<file path="config.mk">
export PLATFORM = sky130hd
export DESIGN_NAME = keyed_packet_stream_parser_unit
export DESIGN_NICKNAME = d
export VERILOG_FILES = /design/src/design/kpsp_pkg.sv /design/src/design/kpsp_front.sv /design/src/design/kpsp_queue.sv /design/src/design/kpsp_back.sv /design/src/design/keyed_packet_stream_parser_unit.sv
export SDC_FILE = /design/constraint.sdc
export NUM_CORES = 1
export LEC_CHECK = 0
export ABC_AREA = 1
export CORE_UTILIZATION = 45
export DETAILED_ROUTE_END_ITERATION = 10
export DONT_BUFFER_PORTS = 1
export GPL_ROUTABILITY_DRIVEN = 0
export GPL_TIMING_DRIVEN = 0
export PLACE_DENSITY = 0.71
export SLEW_MARGIN = 20
export SYNTH_ARGS = -nofsm -noshare
export SYNTH_HDL_FRONTEND = slang
export SYNTH_SLANG_ARGS = --single-unit
</file>
<file path="constraint.sdc">
create_clock -name clk -period 17.1 [get_ports clk]
set_clock_uncertainty 0.1 [all_clocks]
set_input_delay 3.42 -clock clk [delete_from_list [all_inputs] [get_ports clk]]
set_output_delay 3.42 -clock clk [all_outputs]
set_load 0.005 [all_outputs]
</file>
<file path="src/design/kpsp_pkg.sv">
// Shared types and constants of the keyed packet stream parser.
// Used by the front parser, the step queue and the output stage.
`timescale 1ns / 1ps

package kpsp_pkg;

    // Result kinds
    localparam logic [1:0] KIND_HEADER = 2'd0;
    localparam logic [1:0] KIND_BYTE   = 2'd1;
    localparam logic [1:0] KIND_VEND   = 2'd2;
    localparam logic [1:0] KIND_PEND   = 2'd3;

    // Framing constants
    localparam int unsigned HDR_BYTES = 20;
    localparam logic [7:0]  SEP_HI    = 8'hC0;
    localparam logic [7:0]  SEP_LO    = 8'h80;
    localparam logic [7:0]  PAD_BYTE  = 8'h00;

    // Latched header fields
    typedef struct packed {
        logic [31:0] version;
        logic [15:0] length;
        logic [15:0] service;
        logic [31:0] status;
        logic [31:0] session;
    } kpsp_hdr_t;

    // All results caused by one input word (one or two)
    typedef struct packed {
        logic       two;
        logic [1:0] kind0;
        logic [7:0] data0;
        logic [1:0] kind1;
        logic [7:0] data1;
        logic [15:0] key;
        kpsp_hdr_t  hdr;
    } kpsp_step_t;

endpackage

</file>
<file path="src/design/kpsp_front.sv">
// Front parser: accepts stream words, tracks header/key/value framing and
// turns each word into zero, one or two results. Depends on kpsp_pkg.
`timescale 1ns / 1ps

module kpsp_front (
    input  logic                 clk,
    input  logic                 rst_n,
    input  logic                 stream_valid,
    output logic                 stream_ready,
    input  logic [7:0]           stream_byte,
    input  logic                 q_full,
    output logic                 push,
    output kpsp_pkg::kpsp_step_t push_data
);
    import kpsp_pkg::*;

    localparam logic [2:0] PH_PAD  = 3'd0;
    localparam logic [2:0] PH_HDR  = 3'd1;
    localparam logic [2:0] PH_KEY  = 3'd2;
    localparam logic [2:0] PH_VAL  = 3'd3;
    localparam logic [2:0] PH_DROP = 3'd4;
    localparam logic [2:0] PH_SKIP = 3'd5;
    localparam logic [2:0] PH_LATE = 3'd6;

    logic [2:0]  phase_reg, phase_next;
    logic [16:0] count_reg, count_next;
    kpsp_hdr_t   hdr_reg, hdr_next;
    logic [15:0] acc_reg, acc_next;
    logic [1:0]  flags_reg, flags_next;
    logic        held_reg, held_next;

    logic        accept;
    logic [1:0]  nres;
    logic [1:0]  kind0, kind1;
    logic [7:0]  data0, data1;
    logic [15:0] keyv;

    assign stream_ready = !q_full;
    assign accept       = stream_valid && stream_ready;

    // Work out the effect of one word on the parser state
    always_comb
    begin
        logic [7:0]  b;
        logic        do_hdr;
        logic        last;
        logic [19:0] prod;
        logic [3:0]  digit;

        b          = stream_byte;
        do_hdr     = 1'b0;
        phase_next = phase_reg;
        count_next = count_reg;
        hdr_next   = hdr_reg;
        acc_next   = acc_reg;
        flags_next = flags_reg;
        held_next  = held_reg;
        nres       = 2'd0;
        kind0      = KIND_HEADER;
        kind1      = KIND_HEADER;
        data0      = 8'd0;
        data1      = 8'd0;
        keyv       = 16'd0;
        last       = ({1'b0, count_reg} + 18'd1) >= {2'd0, hdr_reg.length};
        digit      = 4'(b - 8'h30);
        prod       = ({4'd0, acc_reg} << 3) + ({4'd0, acc_reg} << 1) + {16'd0, digit};

        case (phase_reg)
            PH_HDR:
            begin
                do_hdr = 1'b1;
            end
            PH_KEY, PH_VAL, PH_DROP, PH_SKIP:
            begin
                count_next = count_reg + 17'd1;
                if (held_reg)
                begin
                    held_next = 1'b0;
                    if (b == SEP_LO)
                    begin
                        // complete a separator
                        if (phase_next == PH_KEY)
                        begin
                            phase_next = flags_next[0] ? PH_VAL : PH_DROP;
                        end
                        else if (phase_next == PH_VAL)
                        begin
                            keyv = flags_next[1] ? 16'd0 : acc_next;
                            kind0 = KIND_VEND;
                            nres = 2'd1;
                            acc_next = 16'd0;
                            flags_next = 2'b00;
                            phase_next = PH_KEY;
                        end
                        else if (phase_next == PH_DROP)
                        begin
                            acc_next = 16'd0;
                            flags_next = 2'b00;
                            phase_next = PH_KEY;
                        end
                    end
                    else
                    begin
                        // held C0 was plain data
                        if (phase_next == PH_KEY)
                        begin
                            flags_next = 2'b11;
                        end
                        else if (phase_next == PH_VAL)
                        begin
                            keyv = flags_next[1] ? 16'd0 : acc_next;
                            kind0 = KIND_BYTE;
                            data0 = SEP_HI;
                            nres = 2'd1;
                        end
                    end
                end
                // candidate byte before the final one
                if (!last && !(held_reg && b == SEP_LO) && phase_next != PH_SKIP)
                begin
                    if (phase_next == PH_KEY && !flags_next[0] && b == PAD_BYTE)
                    begin
                        phase_next = PH_SKIP;
                    end
                    else if (b == SEP_HI)
                    begin
                        held_next = 1'b1;
                    end
                    else if (phase_next == PH_KEY)
                    begin
                        flags_next[0] = 1'b1;
                        if (b >= 8'h30 && b <= 8'h39)
                        begin
                            if (!flags_next[1])
                            begin
                                if (prod > 20'hFFFF)
                                begin
                                    flags_next[1] = 1'b1;
                                end
                                else
                                begin
                                    acc_next = prod[15:0];
                                end
                            end
                        end
                        else
                        begin
                            flags_next[1] = 1'b1;
                        end
                    end
                    else if (phase_next == PH_VAL)
                    begin
                        keyv = flags_next[1] ? 16'd0 : acc_next;
                        if (nres == 2'd0)
                        begin
                            kind0 = KIND_BYTE;
                            data0 = b;
                        end
                        else
                        begin
                            kind1 = KIND_BYTE;
                            data1 = b;
                        end
                        nres = nres + 2'd1;
                    end
                end
                // close the body on its final byte
                if (last)
                begin
                    if (phase_next == PH_VAL || (phase_next == PH_KEY && flags_next[0]))
                    begin
                        keyv = flags_next[1] ? 16'd0 : acc_next;
                        if (nres == 2'd0)
                        begin
                            kind0 = KIND_VEND;
                        end
                        else
                        begin
                            kind1 = KIND_VEND;
                        end
                        nres = nres + 2'd1;
                    end
                    acc_next   = 16'd0;
                    flags_next = 2'b00;
                    held_next  = 1'b0;
                    count_next = 17'd0;
                    if (nres == 2'd2)
                    begin
                        phase_next = PH_LATE;
                    end
                    else
                    begin
                        if (nres == 2'd0)
                        begin
                            kind0 = KIND_PEND;
                        end
                        else
                        begin
                            kind1 = KIND_PEND;
                        end
                        nres = nres + 2'd1;
                        phase_next = PH_PAD;
                    end
                end
            end
            PH_LATE:
            begin
                // deliver the held-over packet end, then treat the word as in the idle phase
                kind0 = KIND_PEND;
                nres = 2'd1;
                phase_next = PH_PAD;
                if (b != PAD_BYTE)
                begin
                    phase_next = PH_HDR;
                    count_next = 17'd0;
                    do_hdr = 1'b1;
                end
            end
            default:
            begin
                phase_next = PH_PAD;
                if (b != PAD_BYTE)
                begin
                    phase_next = PH_HDR;
                    count_next = 17'd0;
                    do_hdr = 1'b1;
                end
            end
        endcase

        // shift a header word into its field; words 0 to 3 are not kept
        if (do_hdr)
        begin
            if (count_next inside {[17'd4:17'd7]})
            begin
                hdr_next.version = {hdr_next.version[23:0], b};
            end
            else if (count_next inside {[17'd8:17'd9]})
            begin
                hdr_next.length = {hdr_next.length[7:0], b};
            end
            else if (count_next inside {[17'd10:17'd11]})
            begin
                hdr_next.service = {hdr_next.service[7:0], b};
            end
            else if (count_next inside {[17'd12:17'd15]})
            begin
                hdr_next.status = {hdr_next.status[23:0], b};
            end
            else if (count_next inside {[17'd16:17'd19]})
            begin
                hdr_next.session = {hdr_next.session[23:0], b};
            end
            count_next = count_next + 17'd1;
            if (count_next >= 17'(HDR_BYTES))
            begin
                if (nres == 2'd0)
                begin
                    kind0 = KIND_HEADER;
                end
                else
                begin
                    kind1 = KIND_HEADER;
                end
                nres       = nres + 2'd1;
                count_next = 17'd0;
                acc_next   = 16'd0;
                flags_next = 2'b00;
                held_next  = 1'b0;
                if (hdr_next.length == 16'd0)
                begin
                    kind1      = KIND_PEND;
                    nres       = 2'd2;
                    phase_next = PH_PAD;
                end
                else
                begin
                    phase_next = PH_KEY;
                end
            end
        end
    end

    // Hand the word's results to the queue
    assign push            = accept && (nres != 2'd0);
    assign push_data.two   = (nres == 2'd2);
    assign push_data.kind0 = kind0;
    assign push_data.data0 = data0;
    assign push_data.kind1 = kind1;
    assign push_data.data1 = data1;
    assign push_data.key   = keyv;
    assign push_data.hdr   = hdr_next;

    // Advance parser state on each accepted word
    always_ff @(posedge clk or negedge rst_n)
    begin
        if (!rst_n)
        begin
            phase_reg <= PH_PAD;
            count_reg <= 17'd0;
            hdr_reg   <= '0;
            acc_reg   <= 16'd0;
            flags_reg <= 2'b00;
            held_reg  <= 1'b0;
        end
        else if (accept)
        begin
            phase_reg <= phase_next;
            count_reg <= count_next;
            hdr_reg   <= hdr_next;
            acc_reg   <= acc_next;
            flags_reg <= flags_next;
            held_reg  <= held_next;
        end
    end

endmodule

</file>
<file path="src/design/kpsp_queue.sv">
// Two-entry queue of per-word result groups between front parser and
// output stage. Depends on kpsp_pkg.
`timescale 1ns / 1ps

module kpsp_queue (
    input  logic                 clk,
    input  logic                 rst_n,
    input  logic                 push,
    input  kpsp_pkg::kpsp_step_t push_data,
    output logic                 full,
    input  logic                 pop,
    output logic                 valid,
    output kpsp_pkg::kpsp_step_t head
);
    import kpsp_pkg::*;

    kpsp_step_t mem [2];
    logic       wr_ptr_reg, wr_ptr_next;
    logic       rd_ptr_reg, rd_ptr_next;
    logic [1:0] count_reg, count_next;
    logic       do_push, do_pop;

    assign full    = (count_reg == 2'd2);
    assign valid   = (count_reg != 2'd0);
    assign head    = mem[rd_ptr_reg];
    assign do_push = push && !full;
    assign do_pop  = pop && valid;

    // Move pointers and fill level
    always_comb
    begin
        wr_ptr_next = do_push ? ~wr_ptr_reg : wr_ptr_reg;
        rd_ptr_next = do_pop ? ~rd_ptr_reg : rd_ptr_reg;
        count_next  = count_reg + {1'b0, do_push} - {1'b0, do_pop};
    end

    always_ff @(posedge clk or negedge rst_n)
    begin
        if (!rst_n)
        begin
            wr_ptr_reg <= 1'b0;
            rd_ptr_reg <= 1'b0;
            count_reg  <= 2'd0;
        end
        else
        begin
            wr_ptr_reg <= wr_ptr_next;
            rd_ptr_reg <= rd_ptr_next;
            count_reg  <= count_next;
        end
    end

    // Store an entry
    always_ff @(posedge clk)
    begin
        if (do_push)
        begin
            mem[wr_ptr_reg] <= push_data;
        end
    end

    a_count_range: assert property (@(posedge clk) disable iff (!rst_n)
        count_reg != 2'd3)
        else $error("queue fill level out of range");

endmodule

</file>
<file path="src/design/kpsp_back.sv">
// Output stage: unpacks one or two results per queue entry into a
// registered result channel. Depends on kpsp_pkg.
`timescale 1ns / 1ps

module kpsp_back (
    input  logic                 clk,
    input  logic                 rst_n,
    input  logic                 q_valid,
    input  kpsp_pkg::kpsp_step_t q_head,
    output logic                 q_pop,
    output logic                 result_valid,
    input  logic                 result_ready,
    output logic [1:0]           kind,
    output logic [31:0]          version_word,
    output logic [15:0]          body_length,
    output logic [15:0]          service_code,
    output logic [31:0]          status_code,
    output logic [31:0]          session_word,
    output logic [15:0]          key_number,
    output logic [7:0]           data_byte
);
    import kpsp_pkg::*;

    logic       valid_reg, valid_next;
    logic       pend_reg, pend_next;
    logic [1:0] kind_reg, kind_next;
    logic [7:0] data_reg, data_next;
    logic [1:0] pkind_reg, pkind_next;
    logic [7:0] pdata_reg, pdata_next;
    logic [15:0] key_reg, key_next;
    kpsp_hdr_t  hdr_reg, hdr_next;
    logic       load;

    assign load = !valid_reg || result_ready;

    // Load the pending second result, else pop the next entry
    always_comb
    begin
        valid_next = valid_reg;
        pend_next  = pend_reg;
        kind_next  = kind_reg;
        data_next  = data_reg;
        pkind_next = pkind_reg;
        pdata_next = pdata_reg;
        key_next   = key_reg;
        hdr_next   = hdr_reg;
        q_pop      = 1'b0;
        if (load)
        begin
            if (pend_reg)
            begin
                valid_next = 1'b1;
                pend_next  = 1'b0;
                kind_next  = pkind_reg;
                data_next  = pdata_reg;
            end
            else if (q_valid)
            begin
                q_pop      = 1'b1;
                valid_next = 1'b1;
                pend_next  = q_head.two;
                kind_next  = q_head.kind0;
                data_next  = q_head.data0;
                pkind_next = q_head.kind1;
                pdata_next = q_head.data1;
                key_next   = q_head.key;
                hdr_next   = q_head.hdr;
            end
            else
            begin
                valid_next = 1'b0;
            end
        end
    end

    always_ff @(posedge clk or negedge rst_n)
    begin
        if (!rst_n)
        begin
            valid_reg <= 1'b0;
            pend_reg  <= 1'b0;
        end
        else
        begin
            valid_reg <= valid_next;
            pend_reg  <= pend_next;
        end
    end

    always_ff @(posedge clk)
    begin
        kind_reg  <= kind_next;
        data_reg  <= data_next;
        pkind_reg <= pkind_next;
        pdata_reg <= pdata_next;
        key_reg   <= key_next;
        hdr_reg   <= hdr_next;
    end

    // Drive the result ports; key and data only where the kind carries them
    assign result_valid = valid_reg;
    assign kind         = kind_reg;
    assign version_word = hdr_reg.version;
    assign body_length  = hdr_reg.length;
    assign service_code = hdr_reg.service;
    assign status_code  = hdr_reg.status;
    assign session_word = hdr_reg.session;
    assign key_number   = (kind_reg == KIND_BYTE || kind_reg == KIND_VEND) ? key_reg : 16'd0;
    assign data_byte    = (kind_reg == KIND_BYTE) ? data_reg : 8'd0;

    a_pend_needs_valid: assert property (@(posedge clk) disable iff (!rst_n)
        pend_reg |-> valid_reg)
        else $error("second result pending without a shown result");

    a_pend_follows: assert property (@(posedge clk) disable iff (!rst_n)
        (valid_reg && result_ready && pend_reg) |=> (valid_reg && !pend_reg))
        else $error("pending second result not shown next");

    a_no_pop_on_pend: assert property (@(posedge clk) disable iff (!rst_n)
        pend_reg |-> !q_pop)
        else $error("queue popped while a second result waits");

endmodule

</file>
<file path="src/design/keyed_packet_stream_parser_unit.sv">
// Top level of the keyed packet stream parser.
// Instantiates kpsp_front, kpsp_queue and kpsp_back; depends on kpsp_pkg.
//
// Usage:
//   The stream channel (stream_valid/stream_ready/stream_byte) takes one raw
//   packet word per handshake. The result channel (result_valid/
//   result_ready and the field ports) gives header, value byte, value end
//   and packet end results in stream order, each carrying the most recent
//   header fields.
//   A word's results enter the queue at the edge that accepts it and then
//   load the output register once it is free.
//   Throughput: one word per cycle while each word causes at most one
//   result and result_ready stays high; a word causing two results shows
//   them one after the other from the output register. The two-entry
//   queue holds the results of up to two words.
//   Reset: the parser waits for a header, skipping zero padding; queue and
//   output register are empty.
//   Receiver stall: the shown result holds; the queue fills and then
//   stream_ready drops until the output moves again.
`timescale 1ns / 1ps

module keyed_packet_stream_parser_unit (
    input  logic        clk,
    input  logic        rst_n,
    input  logic        stream_valid,
    output logic        stream_ready,
    input  logic [7:0]  stream_byte,
    output logic        result_valid,
    input  logic        result_ready,
    output logic [1:0]  kind,
    output logic [31:0] version_word,
    output logic [15:0] body_length,
    output logic [15:0] service_code,
    output logic [31:0] status_code,
    output logic [31:0] session_word,
    output logic [15:0] key_number,
    output logic [7:0]  data_byte
);
    import kpsp_pkg::*;

    logic       q_full;
    logic       push;
    kpsp_step_t push_data;
    logic       q_valid;
    logic       q_pop;
    kpsp_step_t q_head;

    kpsp_front u_front (
        .clk          (clk),
        .rst_n        (rst_n),
        .stream_valid (stream_valid),
        .stream_ready (stream_ready),
        .stream_byte  (stream_byte),
        .q_full       (q_full),
        .push         (push),
        .push_data    (push_data)
    );

    kpsp_queue u_queue (
        .clk       (clk),
        .rst_n     (rst_n),
        .push      (push),
        .push_data (push_data),
        .full      (q_full),
        .pop       (q_pop),
        .valid     (q_valid),
        .head      (q_head)
    );

    kpsp_back u_back (
        .clk          (clk),
        .rst_n        (rst_n),
        .q_valid      (q_valid),
        .q_head       (q_head),
        .q_pop        (q_pop),
        .result_valid (result_valid),
        .result_ready (result_ready),
        .kind         (kind),
        .version_word (version_word),
        .body_length  (body_length),
        .service_code (service_code),
        .status_code  (status_code),
        .session_word (session_word),
        .key_number   (key_number),
        .data_byte    (data_byte)
    );

endmodule

</file>
After elaboration in Yosys (flattened, before gate mapping) --
Memory sizes are Yosys's and may differ from the RTL's. Cells that the tools add are included.
Cells by class: bitwise operators 3, equality and inequality tests 18, order comparisons 15, muxes and demuxes 178, $add $sub $neg 12, reduce and logical (&&, ||, !) cells 37
Operators with widths (number):
- 16-bit two-way mux | 33
- 96-bit two-way mux | 2
- 8-bit two-way mux | 21
- 2-bit two-way mux | 70
- 128-bit two-way mux | 1
- 32-bit two-way mux | 4
- 80-bit two-way mux | 1
- 17-bit two-way mux | 4
- 64-bit two-way mux | 1
- 17-bit by 4-bit >= comparator with 1-bit output (second input constant) | 3
- 17-bit by 4-bit less-or-equal comparator with 1-bit output (second input constant) | 3
- 3-bit two-way mux | 14
- 17-bit by 1-bit adder with 17-bit output (second input constant) | 2
- 17-bit by 5-bit >= comparator with 1-bit output (second input constant) | 2
- 17-bit one-hot mux with 2 select lines | 1
- 1-bit two-way mux | 22
- 19-bit by 17-bit adder with 20-bit output | 1
- 20-bit by 4-bit adder with 20-bit output | 1
- 20-bit by 16-bit greater-than comparator with 1-bit output (second input constant) | 1
- 17-bit by 1-bit adder with 18-bit output (second input constant) | 1
- 3-bit by 2-bit == test with 1-bit output (second input constant) | 6
- 18-bit by 16-bit >= comparator with 1-bit output | 1
- 17-bit by 3-bit >= comparator with 1-bit output (second input constant) | 1
- 17-bit by 3-bit less-or-equal comparator with 1-bit output (second input constant) | 1
- other kinds (28) | 66
Storage, ports and cells: output and inout bits 156, bits in writable memories 330, memories 1, register bits after elaboration 337, input bits 12
Memories:
- u_queue.mem | words 2, width 165, rd ports 1, clocked after memory_dff 0, wr ports 1, RTL line kpsp_queue.sv:17 | kpsp_step_t mem [2];

Logic depth before layout (Yosys ltp) --
depth after elaboration 32, gate-level depth with buffers 43, gate-level depth less buffers 42

Modules after synthesis --
From an unflattened synthesis, not the netlist that was laid out.
Second synthesis, totals: cells, all modules 2998, area total of the unflattened synthesis 30168.9 um^2
By module, submodules not included:
- kpsp_front | cells an instance 1838, sequential area each 4179.0 um^2, instances 1, area each 12472.0 um^2
- kpsp_queue | cells an instance 895, sequential area each 10009.6 um^2, instances 1, area each 12303.0 um^2
- kpsp_back | cells an instance 265, sequential area each 4974.8 um^2, instances 1, area each 5393.9 um^2

Worst setup path after synthesis --
OpenSTA, ideal clock, no wires.
kind input to register, start input result_ready, end register u_back.hdr_reg, in the netlist u_back.body_length[0] (enable), cell stages on the path 2, slack 2.287 ns, library setup time 0.858 ns, arrival 13.855 ns, data required time 16.142 ns, cell sequence nor2_1 -> nor3_1
On the way: word-level cells in the longest chain between the ends 2
RTL lines:
- start, declared | RTL line keyed_packet_stream_parser_unit.sv:29 | input logic result_ready,
- 1-bit logical OR | RTL line kpsp_back.sv:34 | assign load = !valid_reg || result_ready;
- 3-bit AND reduction (no source line)
- end signal, assigned | RTL line kpsp_back.sv:97 | hdr_reg <= hdr_next;
- end, declared | RTL line kpsp_back.sv:31 | kpsp_hdr_t hdr_reg, hdr_next;
Every way passes these cells. A chain may end at the register's enable or synchronous reset.

Final worst setup path --
start input stream_byte[0], end memory u_queue.mem[1][22] (netlist name) (enable)
On the way: word-level cells in the longest chain between the ends 29, elaborated cells between the ends (all ways) 72, those cells by class 4 x add/sub; 5 x order compare; 8 x eq/ne; 38 x mux; 17 x reduce/logical
RTL lines:
- start, declared | RTL line keyed_packet_stream_parser_unit.sv:27 | input logic [7:0] stream_byte,
- parallel branches: the longest is 23 deep, another holds 2-bit by 1-bit adder with 2-bit output
- 2-bit two-way mux (*) | RTL line kpsp_front.sv:232 | if (do_hdr)
- 2-bit nonzero test (*) | RTL line kpsp_front.sv:285 | assign push = accept && (nres != 2'd0);
- 1-bit logical AND (*) | RTL line kpsp_front.sv:285
- 1-bit logical AND (*) | RTL line kpsp_queue.sv:26 | assign do_push = push && !full;
- 1-bit two-way mux (*) | RTL line kpsp_queue.sv:56 | if (do_push)
- 1-bit two-way mux (not written as such) (*) | RTL line kpsp_queue.sv:58 | mem[wr_ptr_reg] <= push_data;
- end, declared | RTL line kpsp_queue.sv:17
Mark *: on every way between the ends. The select of a mux whose other input is x is not followed.

==> impl_metrics.py <==
metrics = {
    "min_path": {
        "holdCritStartpoint": "u_front.hdr_reg[78]",
        "hold_path_class": "flip-flop to flip-flop",
        "hold_end": "u_front.hdr_reg[78]",
        "hold_depth": 2,
    },
    "timing": {
        "post-route-period-util_pct": 49.5,
        "hold_viol_final": 0,
        "min_period_ns": 8.47,
        "tightest_slew_ns": 1.13,
        "slew_headroom_pct": 24.6,
        "fmax_mhz": 118,
        "setup_viol": 0,
        "rsz0062_at_grt": "no",
        "fin_ws_ns": 8.63,
        "final_max_slew_viol_count": 0,
    },
    "logic_synthesis": {
        "synth-seq-area-share_pct": 64.0,
        "synthArstFlopShare_pct": 25.9,
        "synth_area_leaders": "edfxtp_1 (50%), dfrtp_1 (14%), nand2_1 (13%)",
        "synth-seq-cells": 667,
        "synth_top_area_share_pct": 49.5,
        "synth_nets": 3044,
        "syn_area_um2": 30000,
        "synth_edf_count": 494,
        "syn_area_per_cell_um2": 10.1,
        "yosysWarnings": 0,
        "yosysMostFrequentCell": "nand2_1",
        "synth_common_cells": "nand2_1 (1030), edfxtp_1 (494), inv_1 (279)",
        "yosys_most_used_dff": "edfxtp_1",
        "yosysUniqueCellTypes": 56,
        "postSynthCellCount": 2969,
        "post-synth-top-area-cell": "edfxtp_1",
    },
    "detailed_routing": {
        "post-route-drc-count": 0,
        "dr.first_iter.drc_count": 1810,
        "vias_per_cell": 5.34,
        "ant_nets": 0,
        "drtPass1Iterations": 6,
        "avgRoutedWirePerCell_um": 18.8,
        "route.final.wire_length_um": 74800,
        "via_count": 21299,
    },
    "clocking": {
        "numCtsBuffers": 69,
        "ctsHoldBuffers": 0,
        "clock_path_buffers": 3,
        "cts-root-buf": "clkbuf_16",
        "cts_resized": 0,
        "clk-insertion-delay-late_ns": 0.61,
        "cts_setup_buffers": 0,
        "cts_tree": "built",
        "clk_pin_slew_ns": 0.06,
        "cts.sinks": 667,
        "cts-htree-levels": 3,
    },
    "finish": {
        "final_nets": 3142,
        "largest_register_ffs": 330,
        "final_util_pct": 51.1,
        "n_fill_cell": 5736,
        "drive_gt1_share_pct": 7.97,
        "antenna_cells": 0,
        "area_growth_pct": 12.5,
    },
    "pwr": {
        "p_per_area_nw_per_um2": 208,
        "p_leak_uw": 0.0137,
        "ir_drop_mv": 0.121,
    },
    "setup_path": {
        "max_stage_delay_ns": 0.36,
        "setup.worst_path.start_class": "input port",
        "path_class": "input port to flip-flop",
        "reg2reg_depth": 38,
        "reg2reg_setup_slack_ns": 10.40,
        "end_kind": "flip-flop",
        "r2r_start": "u_front.count_reg[1]",
        "r2r-end": "u_queue.mem[1][22]",
        "slowest_stage": "inv_1",
        "path_delay_family": "simple AND/OR/NAND/NOR gates",
        "arrival_ns": 8.68,
        "required_ns": 17.31,
        "cp.depth": 29,
        "cp.buffers_inverters": 7,
        "crit_fanout": 23,
    },
    "global_routing": {
        "grt_antenna_before_repair": 1,
        "grt_pass1_vias": 20313,
        "grt_usage_pct": 22.3,
        "grt_first_pass_wirelength_um": 116000,
        "grt_max_degree": 174,
        "overflow": 0,
    },
    "floorplan": {
        "fp.dieH_um": 260,
        "die_w_um": 260,
        "core_area_um2": 65900,
        "std_cell_rows": 94,
        "start_util_pct": 45.5,
        "die_area_um2": 67600,
        "top_level_ports": 168,
    },
    "placed_design": {
        "io_buffers": 0,
        "hpwl_um": 52000,
        "pre_cts_ws_ns": 8.08,
    },
    "job": {
        "max_cap_viol_count": 0,
    },
    "status": {
        "status": "completed",
    },
}
cell families (layout without fill, tap and decap cells):
| kind of cell | Yosys count | in the layout | synth area share (%) |
|---|---|---|---|
| AO/OA/AOI/OAI | 446 | 446 | 8.26 |
| XOR/XNOR | 40 | 40 | 1.17 |
| adder cells (fa/ha/maj) | 63 | 63 | 2.68 |
| buffers and inverters | 409 | 563 | 5.47 |
| flip-flops | 667 | 667 | 64.0 |
| AND/OR/NAND/NOR | 1344 | 1344 | 18.4 |
layout by cell type (no fill, tap or decap), drive strengths merged, types with 40 or more instances in the layout:
cell type and instances:
clkbuf 170, dfrtp 173, ha 61, buf 66
nand3 72, nor2 146, nor3 40, edfxtp 494
inv 291, a21oi 52, o21ai 314, nand2 1055
worst min-delay path, stage by stage, from the launching register on:
cell and delay, ns:
dfrtp_1 0.34, nand2_1 0.05, nand2_1 0.05
stage by stage:
stage	hold WS [ns]	instance area [um^2]	total power, uW	TNS, ns	instances
floorplan	0.342	30000	4670	0	2969
global placement	0.354	31000	5530	-892.48	3833
detailed placement	0.360	31400	5500	0	3860
CTS	0.374	33700	7000	0	3987
global route	0.404	33700	7410	0	3987
finish	0.382	33700	6990	0	3987
layer usage:
layer  wire length (um)  part of all wire [%]  GRT usage (%)
met1              31200                    42           30.0
met2              35100                    47           35.7
met3               5660                   7.6           3.73
met4               2900                   3.9           9.51
met5                  0                     0              0
worst max-delay path by stage:
stage | to | slack (ns) | startpoint
5_1_grt | u_queue.mem[1][21] | 8.06 | stream_byte[0]
3_5_place_dp | u_queue.mem[1][22] | 8.08 | stream_byte[0]
2_1_floorplan | u_back.body_length[0] | 2.29 | result_ready
4_1_cts | u_queue.mem[1][13] | 8.71 | stream_byte[0]
3_3_place_gp | u_back.version_word[29] | -3.25 | result_ready
6_report | u_queue.mem[1][22] | 8.63 | stream_byte[0]
final cells by class:
cell class	instances	area [um^2]	share of cell area, %
buffer	119	549	1.63
clock buffer	90	1910	5.67
tap	864	1080	3.21
clock inverter	37	330	0.981
timing repair buffer	27	388	1.15
inverter	290	1100	3.26
multi-input combinational	1893	9170	27.2
sequential	667	19200	56.9
power breakdown:
group	internal (uW)	switching, uW	leakage (uW)
clock network	857	635	0.00109
registers	2650	259	0.00699
logic	701	1890	0.00562
No activity file was read; power rests on OpenSTA's default activity.
